## config.mk

```make
export PLATFORM = sky130hd
export DESIGN_NAME = sorted_timer_queue_top
export DESIGN_NICKNAME = d
export VERILOG_FILES = /design/src/rtl/stq_pkg.sv /design/src/rtl/stq_cell.sv /design/src/rtl/stq_ctrl.sv /design/src/rtl/sorted_timer_queue_top.sv
export SDC_FILE = /design/constraint.sdc
export NUM_CORES = 2
export LEC_CHECK = 0
export BUFFER_PORTS_ARGS = -buffer_cell sky130_fd_sc_hd__buf_2
export CORE_MARGIN = 2
export CORE_UTILIZATION = 45
export CTS_BUF_LIST = sky130_fd_sc_hd__clkbuf_16
export CTS_CLUSTER_DIAMETER = 100
export DETAILED_ROUTE_END_ITERATION = 6
export SKIP_LAST_GASP = 1
export SYNTH_ARGS = -nofsm -noshare
export SYNTH_HDL_FRONTEND = slang
export SYNTH_SLANG_ARGS = --single-unit
```

## constraint.sdc

```tcl
create_clock -name clk -period 13.25 [get_ports clk]
set_clock_uncertainty 0.2 [all_clocks]
set_input_delay 2.65 -clock clk [delete_from_list [all_inputs] [get_ports clk]]
set_output_delay 2.65 -clock clk [all_outputs]
set_load 0.02 [all_outputs]
```

## src/rtl/stq_pkg.sv

```systemverilog
// Shared types, constants and codes for the sorted timer queue.
package stq_pkg;

  localparam int CAPACITY     = 16;
  localparam int RESULT_LIMIT = 16;
  localparam int TAG_W        = 16;
  localparam int TIME_W       = 32;
  localparam int CNT_W        = $clog2(CAPACITY + 1);
  localparam int NUM_W        = $clog2(RESULT_LIMIT);

  typedef enum logic [1:0] {
    OP_ADD    = 2'd0,
    OP_ADJUST = 2'd1,
    OP_DELETE = 2'd2,
    OP_TICK   = 2'd3
  } opcode_t;

  typedef enum logic [1:0] {
    STAT_OK        = 2'd0,
    STAT_FULL      = 2'd1,
    STAT_NOT_FOUND = 2'd2,
    STAT_PRESENT   = 2'd3
  } status_t;

  typedef enum logic [1:0] {
    S_IDLE,
    S_EXEC,
    S_REINS
  } ctrl_state_t;

  typedef enum logic [1:0] {
    CELL_HOLD,
    CELL_INSERT,
    CELL_REMOVE,
    CELL_POP
  } cell_cmd_t;

  // Command broadcast from the sequencer to every cell
  typedef struct packed {
    cell_cmd_t           cmd;
    logic [TAG_W-1:0]    key_tag;
    logic [TIME_W-1:0]   key_exp;
  } cell_ctrl_t;

  // What the sequencer sees of the cell row
  typedef struct packed {
    logic [TAG_W-1:0]    head_tag;
    logic [TIME_W-1:0]   head_exp;
    logic [TIME_W-1:0]   next_exp;
    logic                match_any;
  } head_view_t;

endpackage

```

## src/rtl/stq_cell.sv

```systemverilog
// One slot of the sorted row: holds a timer and shifts toward either neighbor.
module stq_cell (
  input  logic                        clk,
  input  stq_pkg::cell_ctrl_t         ctrl,
  input  logic                        occ,
  input  logic                        left_gt,
  input  logic [stq_pkg::TAG_W-1:0]   left_tag,
  input  logic [stq_pkg::TIME_W-1:0]  left_exp,
  input  logic [stq_pkg::TAG_W-1:0]   right_tag,
  input  logic [stq_pkg::TIME_W-1:0]  right_exp,
  input  logic                        match_in,
  output logic                        gt,
  output logic                        match_out,
  output logic [stq_pkg::TAG_W-1:0]   tag,
  output logic [stq_pkg::TIME_W-1:0]  expiry
);
  import stq_pkg::*;

  logic [TAG_W-1:0]  tag_next;
  logic [TIME_W-1:0] expiry_next;

  // An empty slot counts as later than any key, so the flags stay monotonic
  assign gt        = occ ? (expiry > ctrl.key_exp) : 1'b1;
  assign match_out = match_in | (occ & (tag == ctrl.key_tag));

  // Pick the new contents from self, the key or a neighbor
  always_comb begin
    tag_next    = tag;
    expiry_next = expiry;
    unique case (ctrl.cmd)
      CELL_INSERT: begin
        if (left_gt) begin
          tag_next    = left_tag;
          expiry_next = left_exp;
        end else if (gt) begin
          tag_next    = ctrl.key_tag;
          expiry_next = ctrl.key_exp;
        end
      end
      CELL_REMOVE: begin
        if (match_out) begin
          tag_next    = right_tag;
          expiry_next = right_exp;
        end
      end
      CELL_POP: begin
        tag_next    = right_tag;
        expiry_next = right_exp;
      end
      default: begin
        tag_next    = tag;
        expiry_next = expiry;
      end
    endcase
  end

  always_ff @(posedge clk) begin
    tag    <= tag_next;
    expiry <= expiry_next;
  end

endmodule

```

## src/rtl/stq_ctrl.sv

```systemverilog
// Operation sequencer, entry count and result register of the timer queue.
module stq_ctrl (
  input  logic                        clk,
  input  logic                        rst,
  input  logic                        s_tvalid,
  output logic                        s_tready,
  input  logic [1:0]                  s_opcode,
  input  logic [stq_pkg::TAG_W-1:0]   s_tag,
  input  logic [stq_pkg::TIME_W-1:0]  s_exp,
  input  logic [stq_pkg::TIME_W-1:0]  s_now,
  input  stq_pkg::head_view_t         view,
  output stq_pkg::cell_ctrl_t         ctrl,
  output logic [stq_pkg::CNT_W-1:0]   count,
  output logic                        m_tvalid,
  input  logic                        m_tready,
  output logic [1:0]                  out_status,
  output logic                        out_xvalid,
  output logic [stq_pkg::TAG_W-1:0]   out_tag,
  output logic                        out_last
);
  import stq_pkg::*;

  ctrl_state_t       state, state_next;
  opcode_t           op;
  logic [TAG_W-1:0]  tag_r;
  logic [TIME_W-1:0] exp_r;
  logic [TIME_W-1:0] now_r;
  logic [CNT_W-1:0]  count_next;
  logic [NUM_W-1:0]  n_emit, n_emit_next;
  cell_cmd_t         cmd;
  logic              out_free;
  logic              load_out;
  status_t           res_status;
  logic              res_xvalid;
  logic [TAG_W-1:0]  res_tag;
  logic              res_last;
  logic              head_due;
  logic              next_due;

  assign s_tready = (state == S_IDLE);
  assign out_free = !m_tvalid || m_tready;
  assign head_due = (count != '0) && (view.head_exp <= now_r);
  assign next_due = (count > CNT_W'(1)) && (view.next_exp <= now_r);

  assign ctrl.cmd     = cmd;
  assign ctrl.key_tag = tag_r;
  assign ctrl.key_exp = exp_r;

  // Latch the operation on each input transfer
  always_ff @(posedge clk) begin
    if (s_tvalid && s_tready) begin
      op    <= opcode_t'(s_opcode);
      tag_r <= s_tag;
      exp_r <= s_exp;
      now_r <= s_now;
    end
  end

  // Next state, cell command and result
  always_comb begin
    state_next  = state;
    count_next  = count;
    n_emit_next = n_emit;
    cmd         = CELL_HOLD;
    load_out    = 1'b0;
    res_status  = STAT_OK;
    res_xvalid  = 1'b0;
    res_tag     = '0;
    res_last    = 1'b1;
    unique case (state)
      S_IDLE: begin
        n_emit_next = '0;
        if (s_tvalid) begin
          state_next = S_EXEC;
        end
      end
      S_EXEC: begin
        if (out_free) begin
          load_out = 1'b1;
          unique case (op)
            OP_ADD: begin
              state_next = S_IDLE;
              if (view.match_any) begin
                res_status = STAT_PRESENT;
              end else if (count == CNT_W'(CAPACITY)) begin
                res_status = STAT_FULL;
              end else begin
                cmd        = CELL_INSERT;
                count_next = count + CNT_W'(1);
              end
            end
            OP_ADJUST: begin
              if (view.match_any) begin
                cmd        = CELL_REMOVE;
                count_next = count - CNT_W'(1);
                state_next = S_REINS;
              end else begin
                res_status = STAT_NOT_FOUND;
                state_next = S_IDLE;
              end
            end
            OP_DELETE: begin
              state_next = S_IDLE;
              if (view.match_any) begin
                cmd        = CELL_REMOVE;
                count_next = count - CNT_W'(1);
              end else begin
                res_status = STAT_NOT_FOUND;
              end
            end
            OP_TICK: begin
              if (head_due) begin
                // Pop the head; stop after this one if the next is not due or the result limit is reached
                cmd         = CELL_POP;
                count_next  = count - CNT_W'(1);
                n_emit_next = n_emit + NUM_W'(1);
                res_xvalid  = 1'b1;
                res_tag     = view.head_tag;
                res_last    = !next_due || (n_emit == NUM_W'(RESULT_LIMIT - 1));
                if (res_last) begin
                  state_next = S_IDLE;
                end
              end else begin
                state_next = S_IDLE;
              end
            end
            default: begin
              state_next = S_IDLE;
            end
          endcase
        end
      end
      S_REINS: begin
        // Put the adjusted timer back at its new place
        cmd        = CELL_INSERT;
        count_next = count + CNT_W'(1);
        state_next = S_IDLE;
      end
      default: begin
        state_next = S_IDLE;
      end
    endcase
  end

  always_ff @(posedge clk) begin
    if (rst) begin
      state  <= S_IDLE;
      count  <= '0;
      n_emit <= '0;
    end else begin
      state  <= state_next;
      count  <= count_next;
      n_emit <= n_emit_next;
    end
  end

  // Result register: load when free, drop after the output transfer
  always_ff @(posedge clk) begin
    if (rst) begin
      m_tvalid <= 1'b0;
    end else if (load_out) begin
      m_tvalid <= 1'b1;
    end else if (m_tready) begin
      m_tvalid <= 1'b0;
    end
  end

  always_ff @(posedge clk) begin
    if (load_out) begin
      out_status <= res_status;
      out_xvalid <= res_xvalid;
      out_tag    <= res_tag;
      out_last   <= res_last;
    end
  end

  a_count_bound: assert property (@(posedge clk) disable iff (rst)
    count <= CNT_W'(CAPACITY))
    else $error("entry count above capacity");

  a_expired_ok: assert property (@(posedge clk) disable iff (rst)
    (m_tvalid && out_xvalid) |-> (out_status == STAT_OK))
    else $error("expired result with error status");

  a_plain_last: assert property (@(posedge clk) disable iff (rst)
    (m_tvalid && !out_xvalid) |-> out_last)
    else $error("non-expiry result not marked last");

  a_pop_count: assert property (@(posedge clk) disable iff (rst)
    (cmd == CELL_POP) |=> (count == $past(count) - CNT_W'(1)))
    else $error("pop did not shrink the count");

endmodule

```

## src/rtl/sorted_timer_queue_top.sv

```systemverilog
// Top level of the sorted timer queue: sequencer plus the row of timer cells.
// Holds up to 16 timers (16-bit tag, 32-bit expiry) in a row of cells sorted
// by ascending expiry; a new or adjusted timer lands after equal expiries.
// tuser selects the operation: add, adjust, delete or tick. An adjust is a
// remove followed by a re-insert as a second shift of the row, and a tick
// pops expired timers from the head, one result per cycle while the result
// port is ready, since the row shifts by one cell per pop. A stalled result
// port holds the operation, and no new one is taken until it is done. A tick
// reports at most 16 timers; any further due timers are reported by the next tick.
module sorted_timer_queue_top (
  input  logic        clk,
  input  logic        rst,
  input  logic        s_tvalid,
  output logic        s_tready,
  input  logic [79:0] s_tdata,  // [15:0] timer_tag, [47:16] expire_time, [79:48] now_time
  input  logic [1:0]  s_tuser,  // [1:0] opcode
  output logic        m_tvalid,
  input  logic        m_tready,
  output logic [23:0] m_tdata,  // [1:0] status, [17:2] expired_tag, [23:18] zero
  output logic        m_tuser,  // [0] expired_valid
  output logic        m_tlast
);
  import stq_pkg::*;

  cell_ctrl_t        ctrl;
  head_view_t        view;
  logic [CNT_W-1:0]  count;
  logic [1:0]        out_status;
  logic [TAG_W-1:0]  out_tag;
  logic              occ   [CAPACITY];
  logic              gt    [CAPACITY];
  logic              mthru [CAPACITY];
  logic [TAG_W-1:0]  ctag  [CAPACITY];
  logic [TIME_W-1:0] cexp  [CAPACITY];

  stq_ctrl u_ctrl (
    .clk        (clk),
    .rst        (rst),
    .s_tvalid   (s_tvalid),
    .s_tready   (s_tready),
    .s_opcode   (s_tuser),
    .s_tag      (s_tdata[15:0]),
    .s_exp      (s_tdata[47:16]),
    .s_now      (s_tdata[79:48]),
    .view       (view),
    .ctrl       (ctrl),
    .count      (count),
    .m_tvalid   (m_tvalid),
    .m_tready   (m_tready),
    .out_status (out_status),
    .out_xvalid (m_tuser),
    .out_tag    (out_tag),
    .out_last   (m_tlast)
  );

  assign m_tdata = {6'd0, out_tag, out_status};

  // Head of the row for ticks, and the tag search result
  assign view.head_tag  = ctag[0];
  assign view.head_exp  = cexp[0];
  assign view.next_exp  = cexp[1];
  assign view.match_any = mthru[CAPACITY-1];

  // Row of cells; each trades data with its two neighbors
  for (genvar i = 0; i < CAPACITY; i++) begin : g_cell
    logic              l_gt;
    logic [TAG_W-1:0]  l_tag;
    logic [TIME_W-1:0] l_exp;
    logic [TAG_W-1:0]  r_tag;
    logic [TIME_W-1:0] r_exp;
    logic              m_in;

    assign occ[i] = (CNT_W'(i) < count);

    if (i == 0) begin : g_first
      assign l_gt  = 1'b0;
      assign l_tag = ctrl.key_tag;
      assign l_exp = ctrl.key_exp;
      assign m_in  = 1'b0;
    end else begin : g_inner
      assign l_gt  = gt[i-1];
      assign l_tag = ctag[i-1];
      assign l_exp = cexp[i-1];
      assign m_in  = mthru[i-1];
    end

    if (i == CAPACITY - 1) begin : g_end
      assign r_tag = ctag[i];
      assign r_exp = cexp[i];
    end else begin : g_mid
      assign r_tag = ctag[i+1];
      assign r_exp = cexp[i+1];
    end

    stq_cell u_cell (
      .clk       (clk),
      .ctrl      (ctrl),
      .occ       (occ[i]),
      .left_gt   (l_gt),
      .left_tag  (l_tag),
      .left_exp  (l_exp),
      .right_tag (r_tag),
      .right_exp (r_exp),
      .match_in  (m_in),
      .gt        (gt[i]),
      .match_out (mthru[i]),
      .tag       (ctag[i]),
      .expiry    (cexp[i])
    );
  end

endmodule

```

==> results.md <==
- Num CTS Buffers: slightly above 100
- Lkg Pwr: about 25 nW
- WL met2: about 70000 µm
- Post-synthesis cell area: 0.0589 mm²
- DIE AREA: between 0.1 and 0.15 mm²
- Synth top area cells: edfxtp_1, ha_1, mux2i_1
- RD Place Congestion: 0.885
- Port bufs: 107
- Setup TNS: 0 ps
- Top-level port count: roughly 110
- CP required: around 13000 ps
- Drt total wl: between 150000 and 200000 µm
- RSZ-0062 raised after global routing: no
- Crit path top cell by count: buf_4
- FFs w/ async S/R, synth: 0%
- Worst R2R Setup Slack: 6740 ps
- WP depth: 11
- Max Cap Viol: 0
- Syn Inst Count: approximately 5600
- Worst Path Arrival: roughly 6700 ps
- Fin crit share: 49.1%
- Remaining antenna violation count after routing: 0
- First-pass GRT wire length: 246000 µm
- Final cell count without fillers: roughly 7400
- Most frequent cells after synthesis: edfxtp_1, nand2_1, o21ai_0
- Top delay family on crit path: buffers and inverters
- YS warnings: 0
- Post-synth top area share: around 44%
- Root Driver: clkbuf_16
- Synth area leader: edfxtp_1
- Crit path launch type: register
- Max layer used: met4
- Clock Path Buffers: 3
- Max VDD drop: 0.000102 V
- Post-cts sizing count: 0
- FMAX: roughly 0.15 GHz
- H-tree depth: 3
- TritonCTS Sinks: 882
- Final Max Slew Viols: 0
- Worst slew pin tran: 1210 ps
- Drt wl/cell: ~21 µm
- Initial drt markers: between 3000 and 4000
- Vias per cell: roughly 5.8
- Layout cell share with drive strength beyond 1: 8.23%
- R2R depth: 11
- Initial antenna violation count: 0
- Drt pass-1 iters: 6
- Sequential element share of the synthesized area: roughly 45%
- Most common flop cell mapped by yosys: edfxtp_1
- Hold-fix buffers, CTS: 0
- CTS tree: built
- Metal3 WL: between 7000 and 8000 µm
- Fin crit period: between 6000 and 7000 ps
- Clock slew at reported path FFs: 60 ps
- Starting Density: 45.4%
- Cells after DPL: slightly above 7000
- Crit end category: register
- Netlist cell types: 76
- Met1 Wirelength: 76000 µm
- Die height: 366 µm
- Worst skew pair latency: 720 ps
- Hold Path Depth: 2
- Most numerous cell in the Yosys netlist: edfxtp_1
- Slowest-stage cell, CP: buf_4
- Vias in the first global route: 41958
- Worst Path Max Fanout: around 250
- Via count: approximately 43000
- Yosys reg bits: approximately 880
- CP Cell Sequence: a31oi_1 > or4_1 > o32a_1 > nand4_1 > o41ai_2 > a21oi_4 > buf_4 > buf_12 > buf_4 > a311oi_4 > buf_4
- Congestion Overflow GR: 0
- N_diodes: 0
- Power Dens Cells: roughly 120 mW/mm²
- CP max stage delay: 1030 ps
- Setup Fix Bufs, Post-CTS: 0
- Layout Nets: roughly 6300
- Area growth, synth to finish: 9.38%
- Class of the worst hold path: register to register
- CP bufs+invs: 4
- Status: finished clean
- Total Routing Usage GR: a little under a quarter
- Max_slew headroom: 19.2%
- Post-DP HPWL: 119000 µm
- Setup-failing EPs final: 0
- EDFF count, synth: between 800 and 900
- Row cnt: around 130
- Final-report hold violation count: 0
- Die W: approximately 370 µm
- Drt drc: 0
- Core Footprint: between 0.1 and 0.15 mm²
- WS Path Type: register to register
- Largest net degree at the start of global routing: ~250
- Mapped Avg Cell Area: 10.4 µm²
-- metrics by stage --
stage               util (%)  area (µm²)  setup slack, ps  power, mW  hold slack [ps]
finish                  49.7       64400             6740       7.46              305
global route            49.7       64400             6330       7.76              333
CTS                     49.7       64400             6620       7.52              311
detailed placement      47.1       61100             6130       4.68              301
global placement        47.1       61100             6200       4.64              283
floorplan                  -       58900             4800       4.31              269
-- worst paths after layout --
path                   startpoint                     endpoint
hold / removal    u_ctrl.state[1]              u_ctrl.state[1]
setup reg to reg  u_ctrl.count[1]  g_cell[15].u_cell.expiry[3]
setup / recovery  u_ctrl.count[1]  g_cell[15].u_cell.expiry[3]
hold reg to reg   u_ctrl.state[1]              u_ctrl.state[1]
-- per-layer routing --
layer  up-vias  global-route usage [%]
met1     20528                    33.1
met5         -                       0
met2      1135                    36.0
li1      20844                       -
met4         0                    8.04
met3       216                    2.25
-- registers in the layout, summed over array words and instances (netlist names) --
register              count
u_ctrl.out_last           1
g_cell.u_cell.expiry    512
u_ctrl.out_xvalid         1
u_ctrl.exp_r             32
g_cell.u_cell.tag       256
u_ctrl.m_tvalid           1
u_ctrl.tag_r             16
u_ctrl.count              5
u_ctrl.out_tag           16
u_ctrl.n_emit             4
u_ctrl.state              2
u_ctrl.now_r             32
u_ctrl.op                 2
u_ctrl.out_status         2
-- worst reg2reg max path, delay by kind of cell (launching register included) --
| family | cells | cell delay (ps) |
|---|---|---|
| flops | 1 | 700 |
| compound gates | 5 | 1340 |
| simple gates | 2 | 980 |
| buf+inv | 4 | 2920 |
-- report_power, final --
| group | internal, mW | leakage (nW) | switching (mW) |
|---|---|---|---|
| sequential | 3.19 | 8.00 | 0.0731 |
| clock | 1.64 | 1.65 | 1.20 |
| combinational | 0.561 | 15.8 | 0.802 |
-- cells in the final DEF (no fill, tap or decap), types with 123 or more instances in the layout --
| cell | instances |
|---|---|
| a21o_1 | 140 |
| a21oi_1 | 350 |
| edfxtp_1 | 870 |
| ha_1 | 587 |
| mux2i_1 | 626 |
| nand2_1 | 748 |
| nand4_1 | 155 |
| nor2_1 | 264 |
| o21ai_0 | 643 |
| xnor2_1 | 136 |
| xor2_1 | 123 |
-- final cells by class --
cell class                 count  area, µm²
clock buffer                 106       2650
clock inverter                85        667
fill                       11801      65200
inverter                     107        402
multi-input combinational   4297      30900
sequential                   882      26400
tap                         1742       2180
timing repair buffer         209       1310
-- cells by family after synthesis --
group,share of synthesized area (%)
AOI/OAI and AO/OA,12.8
xor gates and xnor gates,3.85
and+or+nand+nor,10.9
muxes,11.6
other,0.00637
adders and majority gates,12.5
buffers and inverters,3.61
DFF,44.8
Power figures use the tool's default switching activity.
